$ cat src/rtl/mibe_pkg.sv
package mibe_pkg;

  localparam int unsigned XLEN      = 64;
  localparam int unsigned IMM_W     = 26;
  localparam int unsigned REG_IDX_W = 5;

  localparam logic [REG_IDX_W-1:0] LINK_REG   = 5'd31;
  localparam logic [31:0]          INSN_BYTES = 32'd4;

  // Upper pc bits that a jump keeps (region select)
  localparam int unsigned JUMP_KEEP_W = XLEN - IMM_W - 2;

  localparam int unsigned IN_TDATA_W  = 224;
  localparam int unsigned IN_TUSER_W  = 5;
  localparam int unsigned OUT_TDATA_W = 144;

  typedef enum logic [4:0] {
    OP_ADDI   = 5'd0,
    OP_ADDIU  = 5'd1,
    OP_ANDI   = 5'd2,
    OP_BEQ    = 5'd3,
    OP_BEQL   = 5'd4,
    OP_BLEZ   = 5'd5,
    OP_BLEZL  = 5'd6,
    OP_BNE    = 5'd7,
    OP_BNEL   = 5'd8,
    OP_BGTZ   = 5'd9,
    OP_BGTZL  = 5'd10,
    OP_DADDI  = 5'd11,
    OP_DADDIU = 5'd12,
    OP_J      = 5'd13,
    OP_JAL    = 5'd14,
    OP_LUI    = 5'd15,
    OP_ORI    = 5'd16,
    OP_SLTI   = 5'd17,
    OP_SLTIU  = 5'd18,
    OP_XORI   = 5'd19
  } opcode_t;

  typedef struct packed {
    opcode_t               opcode;
    logic [XLEN-1:0]       rs_value;
    logic [XLEN-1:0]       rt_value;
    logic [IMM_W-1:0]      immediate;
    logic [REG_IDX_W-1:0]  target_reg;
    logic [XLEN-1:0]       pc;
  } item_t;

  typedef struct packed {
    logic                  write_enable;
    logic [REG_IDX_W-1:0]  write_index;
    logic [XLEN-1:0]       write_value;
    logic                  redirect;
    logic [XLEN-1:0]       redirect_target;
    logic                  skip_delay_slot;
    logic                  overflow_fault;
  } result_t;

endpackage

$ cat src/rtl/mibe_exec.sv
module mibe_exec (
  input  mibe_pkg::item_t   item,
  output mibe_pkg::result_t res
);

  logic [mibe_pkg::XLEN-1:0] simm;
  logic [mibe_pkg::XLEN-1:0] zimm;
  logic [mibe_pkg::XLEN-1:0] sum;
  logic [mibe_pkg::XLEN-1:0] btarget;
  logic [mibe_pkg::XLEN-1:0] jtarget;
  logic [31:0]               link32;
  logic                      ovf32;
  logic                      ovf64;
  logic                      rs_zero;
  logic                      rs_neg;
  logic                      is_branch;
  logic                      likely;
  logic                      cond;

  assign simm = {{(mibe_pkg::XLEN-16){item.immediate[15]}}, item.immediate[15:0]};
  assign zimm = {{(mibe_pkg::XLEN-16){1'b0}}, item.immediate[15:0]};

  // One adder serves both word and doubleword adds: the low half is the word sum
  assign sum   = item.rs_value + simm;
  assign ovf32 = (item.rs_value[31] ^ sum[31]) & (simm[31] ^ sum[31]);
  assign ovf64 = (item.rs_value[63] ^ sum[63]) & (simm[63] ^ sum[63]);

  assign btarget = item.pc + {simm[mibe_pkg::XLEN-3:0], 2'b00};
  assign jtarget = {item.pc[mibe_pkg::XLEN-1 -: mibe_pkg::JUMP_KEEP_W], item.immediate, 2'b00};
  assign link32  = item.pc[31:0] + mibe_pkg::INSN_BYTES;

  assign rs_zero = (item.rs_value == '0);
  assign rs_neg  = item.rs_value[mibe_pkg::XLEN-1];

  always_comb begin
    res       = '0;
    is_branch = 1'b0;
    likely    = 1'b0;
    cond      = 1'b0;
    case (item.opcode)
      mibe_pkg::OP_ADDI, mibe_pkg::OP_ADDIU: begin
        if (item.opcode == mibe_pkg::OP_ADDI && ovf32) begin
          res.overflow_fault = 1'b1;
        end else begin
          res.write_enable = 1'b1;
          res.write_value  = {{32{sum[31]}}, sum[31:0]};
        end
      end
      mibe_pkg::OP_DADDI, mibe_pkg::OP_DADDIU: begin
        if (item.opcode == mibe_pkg::OP_DADDI && ovf64) begin
          res.overflow_fault = 1'b1;
        end else begin
          res.write_enable = 1'b1;
          res.write_value  = sum;
        end
      end
      mibe_pkg::OP_ANDI: begin
        res.write_enable = 1'b1;
        res.write_value  = item.rs_value & zimm;
      end
      mibe_pkg::OP_ORI: begin
        res.write_enable = 1'b1;
        res.write_value  = item.rs_value | zimm;
      end
      mibe_pkg::OP_XORI: begin
        res.write_enable = 1'b1;
        res.write_value  = item.rs_value ^ zimm;
      end
      mibe_pkg::OP_LUI: begin
        res.write_enable = 1'b1;
        res.write_value  = {{32{item.immediate[15]}}, item.immediate[15:0], 16'h0000};
      end
      mibe_pkg::OP_SLTI: begin
        res.write_enable = 1'b1;
        res.write_value  = {{(mibe_pkg::XLEN-1){1'b0}},
                            ($signed(item.rs_value) < $signed(simm))};
      end
      mibe_pkg::OP_SLTIU: begin
        res.write_enable = 1'b1;
        res.write_value  = {{(mibe_pkg::XLEN-1){1'b0}}, (item.rs_value < simm)};
      end
      mibe_pkg::OP_BEQ, mibe_pkg::OP_BEQL: begin
        is_branch = 1'b1;
        likely    = (item.opcode == mibe_pkg::OP_BEQL);
        cond      = (item.rs_value == item.rt_value);
      end
      mibe_pkg::OP_BNE, mibe_pkg::OP_BNEL: begin
        is_branch = 1'b1;
        likely    = (item.opcode == mibe_pkg::OP_BNEL);
        cond      = (item.rs_value != item.rt_value);
      end
      mibe_pkg::OP_BLEZ, mibe_pkg::OP_BLEZL: begin
        is_branch = 1'b1;
        likely    = (item.opcode == mibe_pkg::OP_BLEZL);
        cond      = rs_zero | rs_neg;
      end
      mibe_pkg::OP_BGTZ, mibe_pkg::OP_BGTZL: begin
        is_branch = 1'b1;
        likely    = (item.opcode == mibe_pkg::OP_BGTZL);
        cond      = ~rs_zero & ~rs_neg;
      end
      mibe_pkg::OP_J: begin
        res.redirect        = 1'b1;
        res.redirect_target = jtarget;
      end
      mibe_pkg::OP_JAL: begin
        res.redirect        = 1'b1;
        res.redirect_target = jtarget;
        res.write_enable    = 1'b1;
        res.write_value     = {{32{link32[31]}}, link32};
      end
      default: begin
      end
    endcase

    if (is_branch) begin
      if (cond) begin
        res.redirect        = 1'b1;
        res.redirect_target = btarget;
      end else begin
        res.skip_delay_slot = likely;
      end
    end

    // Index only reported with a write; JAL links to the return register
    if (res.write_enable) begin
      res.write_index = (item.opcode == mibe_pkg::OP_JAL) ? mibe_pkg::LINK_REG
                                                          : item.target_reg;
    end
  end

endmodule

$ cat src/rtl/mips_immediate_and_branch_execute.sv
// An input transfer is held in the input register, then its result in the result
// register after the execute logic. Throughput: one instruction per cycle when the
// output does not stall; each stage advances whenever the stage after it is empty
// or being drained, so out_tready stalls back to in_tready.
// Reset: rst_n low at a clock edge empties both stages; payload is not cleared.
module mips_immediate_and_branch_execute (
  input  logic                                clk,
  input  logic                                rst_n,
  input  logic                                in_tvalid,
  output logic                                in_tready,
  // rs_value[63:0], rt_value[127:64], immediate[153:128], target_reg[158:154],
  // pc[222:159], zero pad[223]
  input  logic [mibe_pkg::IN_TDATA_W-1:0]     in_tdata,
  // opcode[4:0]
  input  logic [mibe_pkg::IN_TUSER_W-1:0]     in_tuser,
  output logic                                out_tvalid,
  input  logic                                out_tready,
  // write_enable[0], write_index[5:1], write_value[69:6], redirect[70],
  // redirect_target[134:71], skip_delay_slot[135], overflow_fault[136], zero pad[143:137]
  output logic [mibe_pkg::OUT_TDATA_W-1:0]    out_tdata
);

  logic              s1_valid_r;
  logic              s1_valid_nxt;
  mibe_pkg::item_t   s1_item_r;
  mibe_pkg::item_t   s1_item_nxt;
  logic              s2_valid_r;
  logic              s2_valid_nxt;
  mibe_pkg::result_t s2_res_r;
  mibe_pkg::result_t exec_res;
  logic              s2_free;
  logic              s1_free;
  logic              in_xfer;

  assign s2_free   = ~s2_valid_r | out_tready;
  assign s1_free   = ~s1_valid_r | s2_free;
  assign in_tready = s1_free;
  assign in_xfer   = in_tvalid & in_tready;

  always_comb begin
    s1_item_nxt.opcode     = mibe_pkg::opcode_t'(in_tuser[4:0]);
    s1_item_nxt.rs_value   = in_tdata[63:0];
    s1_item_nxt.rt_value   = in_tdata[127:64];
    s1_item_nxt.immediate  = in_tdata[153:128];
    s1_item_nxt.target_reg = in_tdata[158:154];
    s1_item_nxt.pc         = in_tdata[222:159];
  end

  assign s1_valid_nxt = s1_free ? in_tvalid : s1_valid_r;
  assign s2_valid_nxt = s2_free ? s1_valid_r : s2_valid_r;

  always_ff @(posedge clk) begin
    if (!rst_n) begin
      s1_valid_r <= 1'b0;
      s2_valid_r <= 1'b0;
    end else begin
      s1_valid_r <= s1_valid_nxt;
      s2_valid_r <= s2_valid_nxt;
    end
  end

  always_ff @(posedge clk) begin
    if (in_xfer) begin
      s1_item_r <= s1_item_nxt;
    end
    if (s2_free && s1_valid_r) begin
      s2_res_r <= exec_res;
    end
  end

  mibe_exec u_exec (
    .item (s1_item_r),
    .res  (exec_res)
  );

  assign out_tvalid = s2_valid_r;
  assign out_tdata  = {7'b0,
                       s2_res_r.overflow_fault,
                       s2_res_r.skip_delay_slot,
                       s2_res_r.redirect_target,
                       s2_res_r.redirect,
                       s2_res_r.write_value,
                       s2_res_r.write_index,
                       s2_res_r.write_enable};

`ifndef SYNTHESIS
  a_ovf_no_write: assert property (@(posedge clk) disable iff (!rst_n)
    s2_valid_r && s2_res_r.overflow_fault |-> !s2_res_r.write_enable)
    else $error("overflow fault with register write");

  a_redirect_xor_skip: assert property (@(posedge clk) disable iff (!rst_n)
    s2_valid_r |-> !(s2_res_r.redirect && s2_res_r.skip_delay_slot))
    else $error("redirect and delay-slot annul together");

  a_jal_link: assert property (@(posedge clk) disable iff (!rst_n)
    s1_valid_r && s1_item_r.opcode == mibe_pkg::OP_JAL |->
      exec_res.write_index == mibe_pkg::LINK_REG && exec_res.redirect)
    else $error("JAL did not link to return register");

  a_in_to_s1: assert property (@(posedge clk) disable iff (!rst_n)
    in_tvalid && in_tready |=> s1_valid_r)
    else $error("accepted transfer lost in input stage");

  a_s1_to_s2: assert property (@(posedge clk) disable iff (!rst_n)
    s1_valid_r && s2_free |=> s2_valid_r)
    else $error("executed item lost before result stage");
`endif

endmodule
$ cat config.mk
export PLATFORM = sky130hd
export DESIGN_NAME = mips_immediate_and_branch_execute
export DESIGN_NICKNAME = d
export VERILOG_FILES = /design/src/rtl/mibe_pkg.sv /design/src/rtl/mibe_exec.sv /design/src/rtl/mips_immediate_and_branch_execute.sv
export SDC_FILE = /design/constraint.sdc
export NUM_CORES = 1
export LEC_CHECK = 0
export ABC_CLOCK_PERIOD_IN_PS = 11100
export BUFFER_PORTS_ARGS = -buffer_cell sky130_fd_sc_hd__buf_2
export CAP_MARGIN = 20
export CORE_MARGIN = 3
export CORE_UTILIZATION = 58
export DETAILED_ROUTE_END_ITERATION = 6
export HOLD_SLACK_MARGIN = 0.06
export PLACE_DENSITY = 0.82
export SLEW_MARGIN = 25
export SYNTH_ARGS = -nofsm -noshare
export SYNTH_HDL_FRONTEND = slang
export SYNTH_SLANG_ARGS = --single-unit
$ cat constraint.sdc
create_clock -name clk -period 11.1 [get_ports clk]
set_input_delay 1.665 -clock clk [delete_from_list [all_inputs] [get_ports clk]]
set_output_delay 1.665 -clock clk [all_outputs]
set_load 0.005 [all_outputs]
==> results.yml <==
sta:
  tns_ns: 0
  tightest_slew_ns: 0.983
  relSlewSlack_pct: 34.3
  hold_slack_ns: 0.536
  rsz0062_at_grt: "false"
  finalCriticalPeriod_ns: 5.48
  max_clock_freq_mhz: 182
  setup_violations: 0
  finalHoldViolCount: 0
  finalCritPeriodShare_pct: 49.4
  drv_slew: 0
  fin_skew_ns: 0.0204
  setup_ws_ns: 5.62
global_routing:
  grt_pass1_vias: 19300
  grt_pass1_wl_um: 110000
  grt_max_degree: 78
  grtUsageTotal_pct: 32.4
  grt_antenna_before_repair: 7
  gr-total-overflow: 0
worst_setup_path:
  cp_max_fo: 51
  worst_path_most_repeated_cell: "buf_4"
  required_ns: 11.40
  worstSetupPathType: "reg2reg"
  cp-start-kind: "register"
  cp_slowest_cell: "nor4_1"
  cp_top_family: "buffers and inverters"
  cp-end-kind: "register"
  critPathBufInv: 5
  crit_path_max_incr_delay_ns: 0.57
  worstPathArrival_ns: 5.78
  path_cells: "buf_4 -> inv_1 -> buf_4 -> ha_1 -> nor4_1 -> nand3_1 -> nor2_1 -> inv_1 -> a211oi_2 -> nor2_1 -> xnor2_1 -> mux2i_1 -> a2bb2oi_2 -> buf_4 -> o21ai_0 -> a211o_1"
placement:
  dp_hpwl_um: 54400
  place.gp.congestion: 0.949
  dp_slack_ns: 5.82
  dp_cells: 3085
  post_dp_cell_area_um2: 25800
  io_buffers: 370
clock_network:
  cts_tree: "done"
  clk_pin_slew_ns: 0.06
  cts_resized: 0
  cts_buffers: 40
  worstSkewPairLatency_ns: 0.57
  cts_sinks: 367
  cts.htree.levels: 2
  clk_root_buffer_cell: "clkbuf_16"
  hold_buffers: 0
  cts_max_path_buffers: 3
  post_cts_buffers: 0
cells_and_area:
  fin_cells: 3164
  final_layout_size_suffix_gt1_share_pct: 18.1
  syn_to_final_growth_pct: 15.0
  fin_area_um2: 27100
  layout.nets: 3042
die:
  die-width_um: 208
  num_rows: 73
  core_area_um2: 39900
  io_pins: 379
  fp.dieH_um: 208
  start_util_pct: 59.1
  die_area_um2: 43100
logic_synthesis:
  synth-seq-area-share_pct: 46.7
  async_flop_share_pct: 0
  syn_inst: 2267
  syn_area_um2: 23600
  netlist-cell-type-count: 80
  netlist_top_cells_count: "365 x edfxtp_1, 210 x nand2_1, 205 x ha_1"
  yosysMostFrequentCell: "edfxtp_1"
  yosysWarnings: 0
  synthTopCellsByArea: "edfxtp_1 46%, ha_1 11%, xnor2_1 6.1%"
  synth_area_leader_cell: "edfxtp_1"
  syn_area_per_cell_um2: 10.4
  synthFlopType: "edfxtp_1"
  synth-edff-count: 365
  yosysTopAreaCellShare_pct: 46.5
  synth-seq-cells: 367
job:
  max_cap_viol_count: 0
power:
  switchingPower_w: 0.00109
  combPwrFrac_pct: 20.2
  vdd_drop_max_uv: 147
  clkPwrFrac_pct: 34.2
  p_leak_nw: 10.8
  intPower_w: 0.00267
  power_density_nw_per_um2: 139
  power_frac_seq_pct: 45.6
  p_sw_share_pct: 29.1
hold_path:
  hp-class: "reg2reg"
routing:
  ant_nets: 0
  vias_per_cell: 6.27
  wl_um: 72800
  first_iter_violations: 2040
  wl_per_cell_um: 23.0
  drc: 6
  drtPass1Iterations: 7
  via_count: 19900
status:
  outcome: "finished, violations left"
  violations: "design-rule violations"
[cell families after synthesis]
family,synth area share [%]
xor gates and xnor gates,7.50
buffers and inverters,3.54
muxes,0.212
DFF,46.7
adders and majority gates,11.0
and+or+nand+nor,13.0
other,0.0159
AOI/OAI and AO/OA,18.0
[worst paths after layout]
check / startpoint / end / slack [ns] / cells after the start
hold reg to reg: s1_valid_r / out_tvalid / 0.54 / 1
hold / removal: s1_valid_r / out_tvalid / 0.54 / 1
setup / recovery: s1_item_r[84] / out_tdata[21] / 5.62 / 16
setup reg to reg: s1_item_r[84] / out_tdata[21] / 5.62 / 16
[layout make-up]
cell class	count	area [um^2]
inverters	110	413
well taps	525	657
repair buffers	385	1960
fillers	3009	12800
clock buffers	45	1020
clock inverters	26	231
multi-input cells	1698	11800
diodes	8	20.0
flip-flops and latches	367	11000
[stage by stage]
stage                     utilization [%]  power (W)
after global placement               64.7    0.00246
after CTS                            67.9    0.00377
after detailed placement             64.7    0.00248
after floorplan                         -    0.00223
final                                67.9    0.00376
after global routing                 67.9    0.00391
[registers in the layout, indices dropped and copies added, names as in the netlist]
signal / count
s1_valid_r: 1
out_tdata: 137
s1_item_r: 228
out_tvalid: 1
[layer usage]
metal	GRT usage (%)	part of all wire, %	vias to the layer above
met5	0	0.015	-
met2	52.4	47	1064
met4	13.7	4.3	2
met1	43.9	40	9454
met3	5.20	8.9	191
li1	-	-	9140
[power groups by stage]
stage | sequential [W] | clock, W | combinational (W)
after global placement | 0.00174 | 0 | 0.000727
after detailed placement | 0.00174 | 0 | 0.000741
final | 0.00171 | 0.00129 | 0.000759
after global routing | 0.00172 | 0.00136 | 0.000830
after floorplan | 0.00172 | 0 | 0.000510
after CTS | 0.00171 | 0.00131 | 0.000748
[placed cells by master, fill, tap and decap left out, types with 54 or more instances in the layout]
cell type,Yosys,routed
buf_2,11,370
inv_1,106,106
nand2_1,210,210
edfxtp_1,365,365
o21ai_0,146,146
a21oi_1,163,162
ha_1,205,205
xnor2_1,163,163
nor2_1,123,121
a21o_1,62,62
nand4_1,54,54
No activity file was read; power rests on OpenSTA's default activity.
